--- config.mk ---
export PLATFORM = sky130hd
export DESIGN_NAME = msb_first_bit_packer
export DESIGN_NICKNAME = d
export VERILOG_FILES = /design/src/rtl/msbp_pkg.sv /design/src/rtl/msbp_ctrl.sv /design/src/rtl/msbp_datapath.sv /design/src/rtl/msb_first_bit_packer.sv
export SDC_FILE = /design/constraint.sdc
export NUM_CORES = 1
export LEC_CHECK = 0
export BUFFER_PORTS_ARGS = -buffer_cell sky130_fd_sc_hd__buf_4
export CAP_MARGIN = 20
export CORE_MARGIN = 2
export CORE_UTILIZATION = 35
export DETAILED_ROUTE_END_ITERATION = 10
export PLACE_DENSITY = 0.61
export SLEW_MARGIN = 20
export SYNTH_ARGS = -nofsm -noshare
export SYNTH_HDL_FRONTEND = slang
export SYNTH_SLANG_ARGS = --single-unit
--- constraint.sdc ---
create_clock -name clk -period 4.25 [get_ports clk]
set_input_delay 0.2125 -clock clk [delete_from_list [all_inputs] [get_ports clk]]
set_output_delay 0.2125 -clock clk [all_outputs]
set_load 0.02 [all_outputs]
--- src/rtl/msbp_pkg.sv ---
// Package for the MSB-first bit packer: widths, field limits and the
// command/status structs between controller and datapath. No dependencies.
`default_nettype none

package msbp_pkg;

    localparam int FIELD_W        = 64;            // width of field_value
    localparam int LEN_W          = 7;             // width of field_length
    localparam int MAX_FIELD_BITS = 64;            // longer fields saturate here
    localparam int BYTE_W         = 8;
    localparam int OFF_W          = 3;             // bit offset inside a byte
    localparam int ACC_W          = FIELD_W + BYTE_W;
    localparam int CNT_W          = 4;             // 0..8 bytes per item
    localparam int IN_TDATA_W     = 72;            // value + length, padded to bytes

    localparam logic REQ_PUSH  = 1'b0;
    localparam logic REQ_FLUSH = 1'b1;

    // controller -> datapath
    typedef struct packed {
        logic load;     // take the accepted item
        logic flush;    // offered item is a flush
        logic shift;    // current byte taken, move to the next
    } msbp_cmd_t;

    // datapath -> controller
    typedef struct packed {
        logic [CNT_W-1:0] nbytes;   // bytes the offered item would complete
    } msbp_status_t;

endpackage

`default_nettype wire

--- src/rtl/msbp_ctrl.sv ---
// Controller for the MSB-first bit packer: input handshake, byte counter
// and output valid/last. Depends on msbp_pkg.
`default_nettype none

module msbp_ctrl
(
    input  wire logic                  clk,
    input  wire logic                  rst_n,
    input  wire logic                  in_valid,
    output logic                       in_ready,
    output logic                       out_valid,
    input  wire logic                  out_ready,
    output logic                       out_last,
    input  wire msbp_pkg::msbp_status_t status,
    input  wire logic                  is_flush,
    output msbp_pkg::msbp_cmd_t        cmd
);

    typedef enum logic [0:0] {
        ST_IDLE,
        ST_EMIT
    } state_t;

    state_t                     state_reg, state_next;
    logic [msbp_pkg::CNT_W-1:0] cnt_reg, cnt_next;

    logic in_acc;
    logic out_acc;

    assign in_ready  = (state_reg == ST_IDLE);
    assign out_valid = (state_reg == ST_EMIT);
    assign out_last  = (cnt_reg == msbp_pkg::CNT_W'(1));
    assign in_acc    = in_valid && in_ready;
    assign out_acc   = out_valid && out_ready;

    always_comb
    begin
        cmd.load   = in_acc;
        cmd.flush  = is_flush;
        cmd.shift  = out_acc;
        state_next = state_reg;
        cnt_next   = cnt_reg;
        case (state_reg)
            ST_IDLE:
            begin
                if (in_acc && status.nbytes != '0)
                begin
                    state_next = ST_EMIT;
                    cnt_next   = status.nbytes;
                end
            end
            ST_EMIT:
            begin
                if (out_acc)
                begin
                    cnt_next = cnt_reg - msbp_pkg::CNT_W'(1);
                    if (out_last)
                        state_next = ST_IDLE;
                end
            end
            default:
            begin
                state_next = ST_IDLE;
            end
        endcase
    end

    always_ff @(posedge clk or negedge rst_n)
    begin
        if (!rst_n)
        begin
            state_reg <= ST_IDLE;
            cnt_reg   <= '0;
        end
        else
        begin
            state_reg <= state_next;
            cnt_reg   <= cnt_next;
        end
    end

endmodule

`default_nettype wire

--- src/rtl/msbp_datapath.sv ---
// Datapath for the MSB-first bit packer: field alignment, merge with the
// pending bits, and the byte shift register. Depends on msbp_pkg.
`default_nettype none

module msbp_datapath
(
    input  wire logic                          clk,
    input  wire logic                          rst_n,
    input  wire msbp_pkg::msbp_cmd_t           cmd,
    input  wire logic [msbp_pkg::FIELD_W-1:0]  field_value,
    input  wire logic [msbp_pkg::LEN_W-1:0]    field_length,
    output msbp_pkg::msbp_status_t             status,
    output logic [msbp_pkg::BYTE_W-1:0]        out_byte
);

    // acc_reg top byte holds the pending bits (MSB aligned) when idle;
    // bits below the pending ones are always zero.
    logic [msbp_pkg::ACC_W-1:0] acc_reg, acc_next;
    logic [msbp_pkg::OFF_W-1:0] off_reg, off_next;

    logic [msbp_pkg::LEN_W-1:0]   len_sat;
    logic [msbp_pkg::LEN_W-1:0]   align_sh;
    logic [msbp_pkg::FIELD_W-1:0] field_left;
    logic [msbp_pkg::ACC_W-1:0]   merged;
    logic [msbp_pkg::LEN_W-1:0]   total;

    always_comb
    begin
        if (field_length > msbp_pkg::LEN_W'(msbp_pkg::MAX_FIELD_BITS))
            len_sat = msbp_pkg::LEN_W'(msbp_pkg::MAX_FIELD_BITS);
        else
            len_sat = field_length;
        // left-justify: shifting out the top drops the unused high bits
        align_sh   = msbp_pkg::LEN_W'(msbp_pkg::FIELD_W) - len_sat;
        field_left = field_value << align_sh;
        merged     = acc_reg | ({field_left, {msbp_pkg::BYTE_W{1'b0}}} >> off_reg);
        total      = msbp_pkg::LEN_W'(off_reg) + len_sat;
        if (cmd.flush)
            status.nbytes = (off_reg != '0) ? msbp_pkg::CNT_W'(1) : '0;
        else
            status.nbytes = total[msbp_pkg::LEN_W-1:msbp_pkg::OFF_W];
    end

    always_comb
    begin
        acc_next = acc_reg;
        off_next = off_reg;
        if (cmd.load)
        begin
            if (cmd.flush)
            begin
                off_next = '0;   // pending byte drains out through the shift
            end
            else
            begin
                acc_next = merged;
                off_next = total[msbp_pkg::OFF_W-1:0];
            end
        end
        else if (cmd.shift)
        begin
            acc_next = acc_reg << msbp_pkg::BYTE_W;
        end
    end

    assign out_byte = acc_reg[msbp_pkg::ACC_W-1 -: msbp_pkg::BYTE_W];

    always_ff @(posedge clk or negedge rst_n)
    begin
        if (!rst_n)
        begin
            acc_reg <= '0;
            off_reg <= '0;
        end
        else
        begin
            acc_reg <= acc_next;
            off_reg <= off_next;
        end
    end

endmodule

`default_nettype wire

--- src/rtl/msb_first_bit_packer.sv ---
// Top level of the MSB-first bit packer: stream ports, controller and
// datapath. Depends on msbp_pkg, msbp_ctrl and msbp_datapath.
//
//  Channel | Dir | Handshake          | tdata                         | side band
//  --------+-----+--------------------+-------------------------------+----------------
//  s_*     | in  | s_tvalid/s_tready  | [63:0] field_value,           | s_tuser[0]
//          |     |                    | [70:64] field_length, [71] 0  |  = req_type
//  m_*     | out | m_tvalid/m_tready  | [7:0] out_byte                | m_tlast
//          |     |                    |                               |  = last_of_run
//
// An item is taken on the s_* handshake; its bytes (0 to 8) then leave one per
// cycle while m_tready is high, so a push gives floor((offset + length) / 8) bytes.
// The byte shift register and the single byte-wide output port set the rate.
// A push or flush that completes no byte shows nothing.
// s_tready is low while bytes of the current item are being sent; output
// stalls simply hold the current byte. Reset clears the pending bits.
`default_nettype none

module msb_first_bit_packer
(
    input  wire logic                              clk,
    input  wire logic                              rst_n,
    input  wire logic                              s_tvalid,
    output logic                                   s_tready,
    input  wire logic [msbp_pkg::IN_TDATA_W-1:0]   s_tdata,   // field_value, field_length, pad
    input  wire logic [0:0]                        s_tuser,   // req_type
    output logic                                   m_tvalid,
    input  wire logic                              m_tready,
    output logic [msbp_pkg::BYTE_W-1:0]            m_tdata,   // out_byte
    output logic                                   m_tlast    // last_of_run
);

    msbp_pkg::msbp_cmd_t    cmd;
    msbp_pkg::msbp_status_t status;

    logic [msbp_pkg::FIELD_W-1:0] field_value;
    logic [msbp_pkg::LEN_W-1:0]   field_length;
    logic                         is_flush;

    // unpack the input item; top pad bit is ignored
    assign field_value  = s_tdata[msbp_pkg::FIELD_W-1:0];
    assign field_length = s_tdata[msbp_pkg::FIELD_W +: msbp_pkg::LEN_W];
    assign is_flush     = (s_tuser[0] == msbp_pkg::REQ_FLUSH);

    msbp_ctrl u_ctrl
    (
        .clk       (clk),
        .rst_n     (rst_n),
        .in_valid  (s_tvalid),
        .in_ready  (s_tready),
        .out_valid (m_tvalid),
        .out_ready (m_tready),
        .out_last  (m_tlast),
        .status    (status),
        .is_flush  (is_flush),
        .cmd       (cmd)
    );

    msbp_datapath u_datapath
    (
        .clk          (clk),
        .rst_n        (rst_n),
        .cmd          (cmd),
        .field_value  (field_value),
        .field_length (field_length),
        .status       (status),
        .out_byte     (m_tdata)
    );

endmodule

`default_nettype wire

### After elaboration in Yosys (flattened, before gate mapping)

Cells that the tools add are included.

| word-level totals | value |
|---|---|
| register bits after elaboration | 80 |
| input bits | 77 |
| output and inout bits | 11 |
| logic and storage cells | 38 |

| operators by class | value |
|---|---|
| add/subtract/negate cells | 3 |
| $lt $le $gt $ge | 1 |
| eq/ne operators | 4 |
| shift-type cells | 2 |
| multiplexer cells | 14 |
| bitwise logic cells | 2 |
| reduce and logical (&&, ||, !) cells | 8 |

Operators with widths:

| kind | number |
|---|---|
| $mux W72 | 3 |
| $or A72 B72 Y72 | 1 |
| $shr A72 B3 Y72 | 1 |
| $shl A64 B7 Y64 | 1 |
| $mux W4 | 3 |
| $pmux W4 S2 | 1 |
| $add A3 B7 Y7 | 1 |
| $gt A7 B7 Y1 const B | 1 |
| $mux W7 | 1 |
| $sub A7 B7 Y7 const A | 1 |
| $ne A2 B2 Y1 const B | 3 |
| $eq A4 B1 Y1 const B | 1 |
| $mux W1 | 4 |
| $reduce_and A2 Y1 | 2 |
| $reduce_bool A4 Y1 | 1 |
| $sub A4 B1 Y4 const B | 1 |
| $logic_and A1 B1 Y1 | 3 |
| $mux W3 | 1 |
| $reduce_bool A3 Y1 | 1 |
| $pmux W1 S2 | 1 |
| $reduce_bool A2 Y1 | 1 |
| $not A1 Y1 | 1 |

### Logic depth before layout (Yosys ltp)

Gate-level depths: netlist (run 1).

| depth | value |
|---|---|
| depth in word-level cells | 8 |
| mapped depth | 23 |
| gate-level depth less buffers | 13 |

### Cells and area by module

A second synthesis (run 1) with hierarchy kept.

| second synthesis, totals | value |
|---|---|
| cells, all modules | 1469 |
| area, all modules | 11852.6 um^2 |

Modules (own cells, without submodules):

| module | times used | cells an instance | area each (um^2) | seq. area each (um^2) |
|---|---|---|---|---|
| msbp_datapath | 1 | 1431 | 11496.0 | 1851.8 |
| msbp_ctrl | 1 | 38 | 356.6 | 125.1 |

### Worst setup path after synthesis (run 1)

Ideal clock, no wire load.

| path | value |
|---|---|
| path kind | input port to flip-flop |
| from | in s_tdata[64] (netlist name) |
| to | reg u_datapath.acc_reg[63] (netlist name) |
| setup time | 0.125 ns |
| data arrival time | 4.293 ns |
| required time | 4.125 ns |
| path slack | -0.169 ns |
| stages | 22 |
| buffers on the path | 9 |
| cell sequence | buf_4 nor2b_4 buf_6 inv_4 buf_4 buf_2 buf_2 ha_1 buf_2 and2_1 clkbuf_1 nor3_4 buf_4 buf_2 mux4_2 a211oi_1 o22ai_1 a211oi_1 inv_1 mux4_2 o31ai_2 a21oi_1 |

| on the way | value |
|---|---|
| cells in the longest elaborated chain, start to end | 8 |

Ends and longest elaborated chain:

| item | line | source |
|---|---|---|
| from (decl) | msb_first_bit_packer.sv:25 | `input wire logic [msbp_pkg::IN_TDATA_W-1:0] s_tdata,` |
| $gt A7 B7 Y1 | msbp_datapath.sv:29 | `if (field_length > msbp_pkg::LEN_W'(msbp_pkg::MAX_FIELD_BITS))` |
| $mux W7 (*) | msbp_datapath.sv:29 |  |
| $sub A7 B7 Y7 (*) | msbp_datapath.sv:34 | `align_sh = msbp_pkg::LEN_W'(msbp_pkg::FIELD_W) - len_sat;` |
| $shl A64 B7 Y64 (*) | msbp_datapath.sv:35 | `field_left = field_value << align_sh;` |
| $shr A72 B3 Y72 (*) | msbp_datapath.sv:36 | `merged = acc_reg \| ({field_left, {msbp_pkg::BYTE_W{1'b0}}} >> off_reg);` |
| $or A72 B72 Y72 (*) | msbp_datapath.sv:36 |  |
| $mux W72 (*) | msbp_datapath.sv:50 | `if (cmd.flush)` |
| $mux W72 (*) | msbp_datapath.sv:48 | `if (cmd.load)` |
| to (signal assigned) | msbp_datapath.sv:77 | `acc_reg <= acc_next;` |
| to (decl) | msbp_datapath.sv:18 | `logic [msbp_pkg::ACC_W-1:0] acc_reg, acc_next;` |

Every way passes the cells marked *; elsewhere a longest branch is shown, timed or not. The select of a mux whose other input is x is not followed.
A chain may end at the register's enable or synchronous reset.

### Final worst setup path (run 1)

| path | value |
|---|---|
| from | in s_tdata[65] (netlist name) |
| to | reg u_datapath.acc_reg[47] (netlist name) |

The elaborated chain is that of the path after synthesis.

==> results.yml, run 1 <==
cells_and_area:
  layout_common_cells: "buf_4, mux2i_1, nor2_1"
  stdcell_area_um2: 14200
  drive_above_1_share_pct: 25.2
  fill_cells: 3564
  largest_reg_flops: 71
  fin_nets: 1673
  antennaDiodeCount: 0
  final_common_cell: "buf_4"
  syn2layout_area_growth_pct: 15.9
clock_network:
  cts_buffer_depth: 2
  htreeDepth: 3
  cts-resized-gates: 0
  cts_sinks: 79
  clk_latency_ns: 0.34
  cts_inserted_buffers: 9
  clockRootBuffer: "clkbuf_16"
  cts_tree: "done"
  clkTransAtPathRegs_ns: 0.06
timing:
  post-route-period-util_pct: 96.7
  finalSetupViolations: 0
  rsz0062_at_grt: "no"
  fin_crit_ns: 4.11
  slew_headroom_pct: 29.8
  fmaxAchievable_ghz: 0.243
  fin_worst_skew_ns: 0.00613
  tightest_slew_ns: 1.03
  hold_viol: 0
  drv_slew: 0
  tns_ns: 0
synthesis:
  avgSynthCellArea_um2: 8.15
  syn_area_um2: 12300
  syn-num-nets: 1589
  synth_area_leaders: "dfrtp_1, mux2i_1, mux4_2"
  synth-edff-count: 0
  synth-async-reset-ratio_pct: 100
  ys_types: 106
  ys_warn_count: 0
  syn_inst: 1507
  synth_top_area_share_pct: 16.1
  yosysTopAreaCell: "dfrtp_1"
  seq_area_frac_synth_pct: 16.1
  synth_ff_type: "dfrtp_1"
  ys_ff_latch: 79
die:
  dieWidth_um: 191
  die_h_um: 191
  io_pins: 88
  core_region_area_um2: 34500
  die-area_um2: 36600
  num_rows: 68
  start_util_pct: 35.6
route:
  top_layer_used: "met4"
  routed_wl_mm: 54.2
  wl_met3_mm: 4.55
  post_drt_via_cell_ratio: 6.57
  wl_met2_mm: 24.0
  drtIter0Drc: 1927
  drc: 0
  drt-met1-wl_mm: 23.6
  drt_pass1_iterations: 6
  num_vias: 13500
  final_antenna_net_count: 0
  wl_per_cell_um: 26.4
pwr:
  ir_worst_vdd_mv: 0.278
  power_density_nw_per_um2: 451
  p_leak_nw: 5.78
worst_setup_path:
  crit_path_cell_trace: "buf_4 > nor2b_1 > inv_1 > ha_4 > buf_4 > buf_4 > mux2i_1 > o22ai_1 > or4b_2 > o211ai_1 > a21oi_1 > a2111oi_0 > buf_4 > a21oi_1 > a2111o_1 > o221a_2"
  arrival_ns: 4.34
  slowest_delay_ns: 0.84
  slowest_stage: "a2111oi_0"
  path_buf_inv: 5
  crit_family: "compound AO/OA/AOI/OAI gates"
  r2r_start: "u_datapath.off_reg[0]"
  cp-start-kind: "input pin"
  worstPathRequired_ns: 4.48
  startpoint: "s_tdata[65]"
  worstSetupPathType: "input pin to register"
  cpMostUsedCell: "buf_4"
  end_kind: "register"
  cp_max_fo: 11
placed_design:
  dpl_cell_area_um2: 13900
  gp_congestion: 1.05
  portBuffers: 86
  dp_hpwl_mm: 41.9
run_status:
  status: "finished, final reports clean"
min_path:
  hp-class: "input pin to register"
  min_from: "m_tready"
global_routing:
  grt_usage_pct: 29.4
  antenna_found_initial: 0
  grt_pass1_vias: 12900
  grt_pass1_wl_mm: 81.6
  overflow: 0
  grt_max_degree: 80
run:
  max_cap_violations: 0
## tightest hold or removal path, delay by kind of cell
kind | cells | cell delay, ns
buf+inv | 1 | 0.11
simple gates | 3 | 0.15
## through the flow
| stage | util (%) | hold slack (ns) | instances | total power, W | setup WS [ns] |
|---|---|---|---|---|---|
| floorplan | - | -0.0831 | 1507 | 0.00417 | -0.00613 |
| detailed placement | 40.3 | 0.464 | 2034 | 0.00554 | -0.0231 |
| finish | 41.2 | 0.165 | 2051 | 0.00642 | 0.139 |
| CTS | 41.2 | 0.100 | 2050 | 0.00636 | 0.299 |
| global route | 41.2 | 0.242 | 2051 | 0.00684 | 0.0323 |
| global placement | 40.3 | 0.456 | 2034 | 0.00549 | -0.00384 |
## path summary, 6_finish.rpt
kind / endpoint / slack (ns) / cells past startpoint
worst max-delay path: u_datapath.acc_reg[47] / 0.14 / 16
worst min-delay path: u_ctrl.out_valid / 0.17 / 4
worst max register to register: u_datapath.acc_reg[29] / 1.47 / 8
worst min register to register: u_datapath.acc_reg[23] / 0.49 / 1
max in group asynchronous: u_datapath.acc_reg[3] / 3.25 / 2
min in group asynchronous: u_datapath.acc_reg[69] / 0.47 / 2
## timing repair
action	in CTS	in global routing
hold endpoints to repair	0	37
buffers inserted	0	0
hold buffers	0	1
endpoints found under the setup margin	0	0
## cell usage after synthesis (6+ instances only)
master / instances
buf_6: 8
and3b_1: 6
a2bb2oi_1: 11
a221oi_1: 11
o22ai_1: 38
nor2_1: 136
o221ai_1: 8
nand3b_1: 7
or3_1: 23
nand3_1: 37
and2_1: 6
a21o_1: 6
o21a_1: 11
and3_1: 9
o211ai_1: 23
mux2_2: 62
a31oi_1: 18
clkbuf_1: 73
o31ai_1: 13
inv_1: 18
buf_1: 13
mux4_2: 49
buf_2: 37
a22oi_1: 20
nor4_1: 8
a211oi_1: 21
o32ai_1: 8
o22a_1: 13
nand4_1: 12
a21oi_1: 110
mux2i_1: 166
o2bb2ai_1: 13
nor3_1: 57
o21ai_0: 80
a32o_1: 7
a221o_1: 9
a22o_1: 7
nand2b_1: 8
dfrtp_1: 79
nand2_1: 105
a2111oi_0: 7
buf_4: 19
## final cells by class
cell class / instances / area (µm²) / share of cell area (%)
sequential: 79 / 1980 / 13.9
timing repair buffer: 223 / 1780 / 12.5
multi-input combinational: 1255 / 9530 / 66.9
tap: 455 / 569 / 4.00
clock buffer: 10 / 239 / 1.68
clock inverter: 6 / 60.1 / 0.422
inverter: 23 / 88.8 / 0.624
## routing by layer
layer,vias up,GRT usage (%)
li1,6078,-
met3,105,4.98
met5,-,0
met2,656,45.2
met4,0,10.4
met1,6644,41.2
## cells by family after synthesis
kind of cell	Yosys count	synth area share (%)
AND/OR/NAND/NOR	455	18.5
adder cells (fa/ha/maj)	6	0.591
flip-flops	79	16.1
AO/OA/AOI/OAI	509	29.1
multiplexers	281	28.6
buffers and inverters	173	6.75
XOR/XNOR	4	0.346
## power by group
part,leakage [nW],total (W),internal [W],switching [W]
combinational,4.75,0.00428,0.00170,0.00257
sequential,0.882,0.00135,0.00107,0.000286
clock,0.144,0.000788,0.000468,0.000320
total,5.78,0.00642,0.00324,0.00318
No activity file was read; power rests on OpenSTA's default activity.
==> run 2: changes to the inputs <==
CORE_ASPECT_RATIO = 0.5   (was unset)
==> results.yml, run 2 (synthesis gave the netlist of run 1 again) <==
run_status:
  status: "finished, final reports clean"
clock_network:
  clockRootBuffer: "clkbuf_16"
  cts_sinks: 79
  clkTransAtPathRegs_ns: 0.06
  htreeDepth: 3
  holdBufCountCts: 0
  cts-resized-gates: 0
  cts_buffer_depth: 2
  cts_tree: "done"
  post_cts.repair.setup_buffers: 0
  cts_inserted_buffers: 9
  clk_latency_ns: 0.34
die:
  num_rows: 48
  core_region_area_um2: 34500
  die-area_um2: 36700
  start_util_pct: 35.6
  die_h_um: 137
  dieWidth_um: 269
  io_pins: 88
cells_and_area:
  fin_nets: 1686
  layout_common_cells: "buf_4, mux2i_1, nor2_1"
  fill_cells: 3516
  multi_input_area_um2: 9530
  stdcell_area_um2: 14300
  largest_reg_flops: 71
  fin_util_pct: 41.5
  antennaDiodeCount: 0
  register_area_um2: 1980
  syn2layout_area_growth_pct: 16.6
  final_common_cell: "buf_4"
  drive_above_1_share_pct: 25.7
worst_setup_path:
  cp_max_fo: 14
  cp-start-kind: "input pin"
  worstSetupPathType: "input pin to register"
  worstPathRequired_ns: 4.47
  slowest_delay_ns: 0.58
  slowest_stage: "o31ai_1"
  arrival_ns: 4.13
  crit_family: "compound AO/OA/AOI/OAI gates"
  path_buf_inv: 4
  crit_cells: 16
  crit_path_cell_trace: "buf_4 > nor2b_4 > inv_4 > ha_4 > or3b_1 > nand3_4 > buf_4 > buf_4 > mux2i_2 > o22ai_1 > o21ai_0 > nand4_1 > o31ai_1 > mux2i_1 > a211oi_1 > nor3_1"
  cpMostUsedCell: "buf_4"
  end_kind: "register"
  rr_worst_depth: 12
placed_design:
  gp_congestion: 1.05
  place_ws_ns: 0.0836
  dp_hpwl_mm: 40.5
  portBuffers: 86
  dpl_cell_area_um2: 14000
timing:
  finalSetupViolations: 0
  tightest_slew_ns: 0.761
  fin_crit_ns: 3.91
  rsz0062_at_grt: "no"
  drv_slew: 0
  fmaxAchievable_ghz: 0.256
  fin_worst_skew_ns: 0.00919
  slew_headroom_pct: 47.9
  hold_viol: 0
  fin_ws_ns: 0.345
  post-route-period-util_pct: 91.9
  whs_ns: 0.164
run:
  max_cap_violations: 0
route:
  final_antenna_net_count: 0
  post_drt_via_cell_ratio: 6.56
  drc: 0
  top_layer_used: "met4"
  routed_wl_mm: 52.7
  wl_met3_mm: 4.84
  drt_pass1_iterations: 6
  num_vias: 13700
  wl_per_cell_um: 25.3
  drtIter0Drc: 1911
  drt-met1-wl_mm: 23.5
  wl_met2_mm: 22.5
global_routing:
  grt_usage_pct: 28.3
  grt_pass1_vias: 12500
  antenna_found_initial: 0
  overflow: 0
  grt_max_degree: 80
  grt_pass1_wl_mm: 79.4
min_path:
  hp-class: "input pin to register"
  min_path_cells: 4
pwr:
  power_density_nw_per_um2: 453
  ir_worst_vdd_mv: 0.252
  p_leak_nw: 5.83
-- run 2: changes by cell type in the layout (fill, tap and decap cells not counted), sizes merged --
cell      before  now
buf          222  235
clkbuf        10   11
clkinv         4    3
clkinvlp       2    1
inv           22   23
-- run 2: cell type report --
type | instances | share of cell area [%]
multi-input combinational | 1255 | 66.5
sequential | 79 | 13.8
timing repair buffer | 236 | 12.8
tap | 475 | 4.15
clock buffer | 11 | 1.69
inverter | 23 | 0.620
clock inverter | 5 | 0.393
-- run 2: power by group --
part	switching (W)	total (W)	internal, W
sequential	0.000273	0.00134	0.00107
combinational	0.00263	0.00436	0.00173
clock	0.000316	0.000787	0.000471
total	0.00322	0.00649	0.00327
-- run 2: worst register-to-register path, cell delays in order (launching register included) --
cell and delay, ns:
dfrtp_2 0.43, and3b_1 0.19, ha_1 0.21, o21a_1 0.22, o21ai_0 0.20, xor2_1 0.17, a211oi_1 0.10, o41ai_1 0.39
buf_4 0.20, nand2_1 0.17, nand3_1 0.15, o21ai_0 0.09, a21oi_1 0.15
-- run 2: final timing paths --
path	slack (ns)	start	endpoint
worst min register to register	0.49	u_datapath.acc_reg[23]	u_datapath.acc_reg[23]
min in group asynchronous	0.46	rst_n	u_datapath.acc_reg[57]
worst max register to register	1.52	u_datapath.off_reg[0]	u_ctrl.cnt_reg[2]
worst max-delay path	0.34	s_tdata[64]	u_datapath.acc_reg[69]
worst min-delay path	0.16	m_tready	u_ctrl.out_valid
max in group asynchronous	3.23	rst_n	u_datapath.acc_reg[47]
-- run 2: metrics by stage --
step / instances / power, W / setup TNS, ns
floorplan: 1507 / 0.00417 / -0.00613
global placement: 2066 / 0.00553 / 0
detailed placement: 2067 / 0.00557 / 0
CTS: 2083 / 0.00638 / 0
global route: 2084 / 0.00687 / 0
finish: 2084 / 0.00649 / 0
-- run 2: routing by layer --
layer,up-vias,global-route usage [%]
met3,110,3.71
met4,0,9.85
met2,752,42.7
met5,-,0
li1,6102,-
met1,6705,41.5
==> run 3: changes to the inputs <==
CORE_UTILIZATION = 40   (was 35)
PLACE_DENSITY = unset   (was 0.61)
PLACE_DENSITY_LB_ADDON = 0.25   (was unset)
==> results.yml, run 3 (synthesis gave the netlist of run 1 again) <==
timing:
  rsz0062_at_grt: "no"
  fin_crit_ns: 4.08
  fin_worst_skew_ns: 0.00731
  fmaxAchievable_ghz: 0.245
  finalSetupViolations: 0
  hold_viol: 0
  tightest_slew_ns: 0.893
  drv_slew: 0
  slew_headroom_pct: 38.9
  post-route-period-util_pct: 95.9
global_routing:
  overflow: 0
  grt_pass1_wl_mm: 86.2
  antenna_found_initial: 0
  grt_usage_pct: 35.4
  grt_max_degree: 80
  grt_pass1_vias: 12900
die:
  die-area_um2: 32200
  core_region_area_um2: 30300
  die_h_um: 128
  num_rows: 45
  start_util_pct: 40.6
  dieWidth_um: 252
  io_pins: 88
pwr:
  p_sw_w: 0.00338
  p_int_w: 0.00341
  p_sw_share_pct: 49.8
  seq_power_share_pct: 19.9
  combPwrFrac_pct: 67.6
  ir_worst_vdd_mv: 0.259
  clkPwrFrac_pct: 12.5
  p_leak_nw: 5.99
  power_density_nw_per_um2: 467
  total_power_w: 0.00678
route:
  routed_wl_mm: 58.1
  num_vias: 14000
  drt_pass1_iterations: 6
  wl_per_cell_um: 28.5
  drtIter0Drc: 1830
  final_antenna_net_count: 0
  drc: 0
  post_drt_via_cell_ratio: 6.86
placed_design:
  dp_hpwl_mm: 45.6
  dp_cells: 2023
  gp_congestion: 1.02
  portBuffers: 86
worst_setup_path:
  slowest_stage: "a2111oi_0"
  r2r_setup_slack_ns: 1.37
  end_kind: "register"
  crit_path_cell_trace: "buf_4 > nor2b_4 > inv_4 > ha_4 > buf_12 > xnor2_2 > buf_4 > mux2_2 > a221oi_1 > o2bb2ai_1 > mux2i_1 > a2111oi_0 > buf_4 > mux2_2 > mux2_2 > mux2_2 > o22ai_1"
  cpMostUsedCell: "mux2_2"
  setup.worst_path.end: "u_datapath.acc_reg[41]"
  r2r_start: "u_datapath.off_reg[2]"
  worstSetupPathType: "input pin to register"
  slowest_delay_ns: 0.66
  cp-start-kind: "input pin"
  rr_endpoint: "u_datapath.acc_reg[33]"
  arrival_ns: 4.29
  worstPathRequired_ns: 4.47
  startpoint: "s_tdata[64]"
  cp_max_fo: 16
  rr_worst_depth: 7
cells_and_area:
  fin_util_pct: 47.9
  antennaDiodeCount: 0
  fin_nets: 1718
  fin_cells: 2040
  final_common_cell: "buf_4"
  largest_reg_flops: 71
  layout_common_cells: "buf_4, mux2i_1, nor2_1"
  drive_above_1_share_pct: 27.2
  syn2layout_area_growth_pct: 18.2
run_status:
  status: "finished, final reports clean"
clock_network:
  cts_sinks: 79
  cts_buffer_depth: 2
  clockRootBuffer: "clkbuf_16"
  clkTransAtPathRegs_ns: 0.07
  htreeDepth: 3
  cts_tree: "done"
  cts_inserted_buffers: 9
  clk_latency_ns: 0.34
run:
  max_cap_violations: 0
min_path:
  hp-class: "input pin to register"
-- run 3: cell count changes in the layout (fill, tap and decap cells not counted) --
cell        change
nor2_1          -1
buf_4          +30
buf_12          +2
inv_6           +1
clkinvlp_4      +1
clkinv_2        -2
nor2_2          +1
clkbuf_8        -1
bufinv_16       +1
-- run 3: cell type report --
| cell class | count | area [µm²] |
|---|---|---|
| Clock inverter | 6 | 92.6 |
| Fill cell | 2973 | 15800 |
| Clock buffer | 10 | 229 |
| Tap cell | 399 | 499 |
| Inverter | 23 | 88.8 |
| Timing Repair Buffer | 268 | 2110 |
| Multi-Input combinational cell | 1255 | 9530 |
| Sequential cell | 79 | 1980 |
-- run 3: worst min-delay path by stage --
stage | start | endpoint | cells past startpoint
finish | m_tready | u_datapath.acc_reg[57] | 4
CTS | rst_n | u_datapath.acc_reg[70] | 1
detailed placement | rst_n | u_ctrl.cnt_reg[2] | 1
global placement | rst_n | u_ctrl.cnt_reg[2] | 1
floorplan | rst_n | u_ctrl.cnt_reg[0] | 0
global route | m_tready | u_ctrl.out_valid | 4
-- run 3: power by group through the flow --
stage | Combinational [W] | Clock (W) | Sequential, W
3_5_place_dp | 0.00443 | 0 | 0.00135
5_1_grt | 0.00487 | 0.000890 | 0.00139
3_3_place_gp | 0.00438 | 0 | 0.00134
2_1_floorplan | 0.00293 | 0 | 0.00124
6_report | 0.00458 | 0.000851 | 0.00135
4_1_cts | 0.00445 | 0.000861 | 0.00134
-- run 3: through the flow --
step                TNS [ns]  hold WS [ns]  instance area [µm²]  setup WS [ns]
finish                     0         0.197                14500          0.174
global route               0         0.217                14500         0.0434
CTS                        0        0.0772                14500          0.291
detailed placement    -0.156         0.448                14200        -0.0625
global placement      -0.147         0.447                14200        -0.0741
floorplan           -0.00613       -0.0831                12300       -0.00613
-- run 3: timing repair --
| action | CTS | global route |
|---|---|---|
| hold endpoints to repair | 0 | 54 |
| hold buffers | 0 | 1 |
| buffers inserted | 0 | 0 |
| gates resized for setup | 0 | 0 |
-- run 3: critical path: cells and delay by family --
kind,cells,cell delay (ns)
compound gates,4,1.36
xor+xnor,1,0.24
fa+ha+maj,1,0.18
buf+inv,5,0.90
mux,5,1.19
simple gates,1,0.21
-- run 3: layer usage --
| metal | up-vias | routed length (µm) | track usage, % | share of wire (%) |
|---|---|---|---|---|
| li1 | 6164 | - | - | - |
| met1 | 6956 | 28100 | 56.0 | 48 |
| met2 | 800 | 23600 | 50.9 | 41 |
| met4 | 0 | 948 | 6.20 | 1.6 |
| met3 | 66 | 5380 | 4.73 | 9.3 |
| met5 | - | 0 | 0 | 0 |
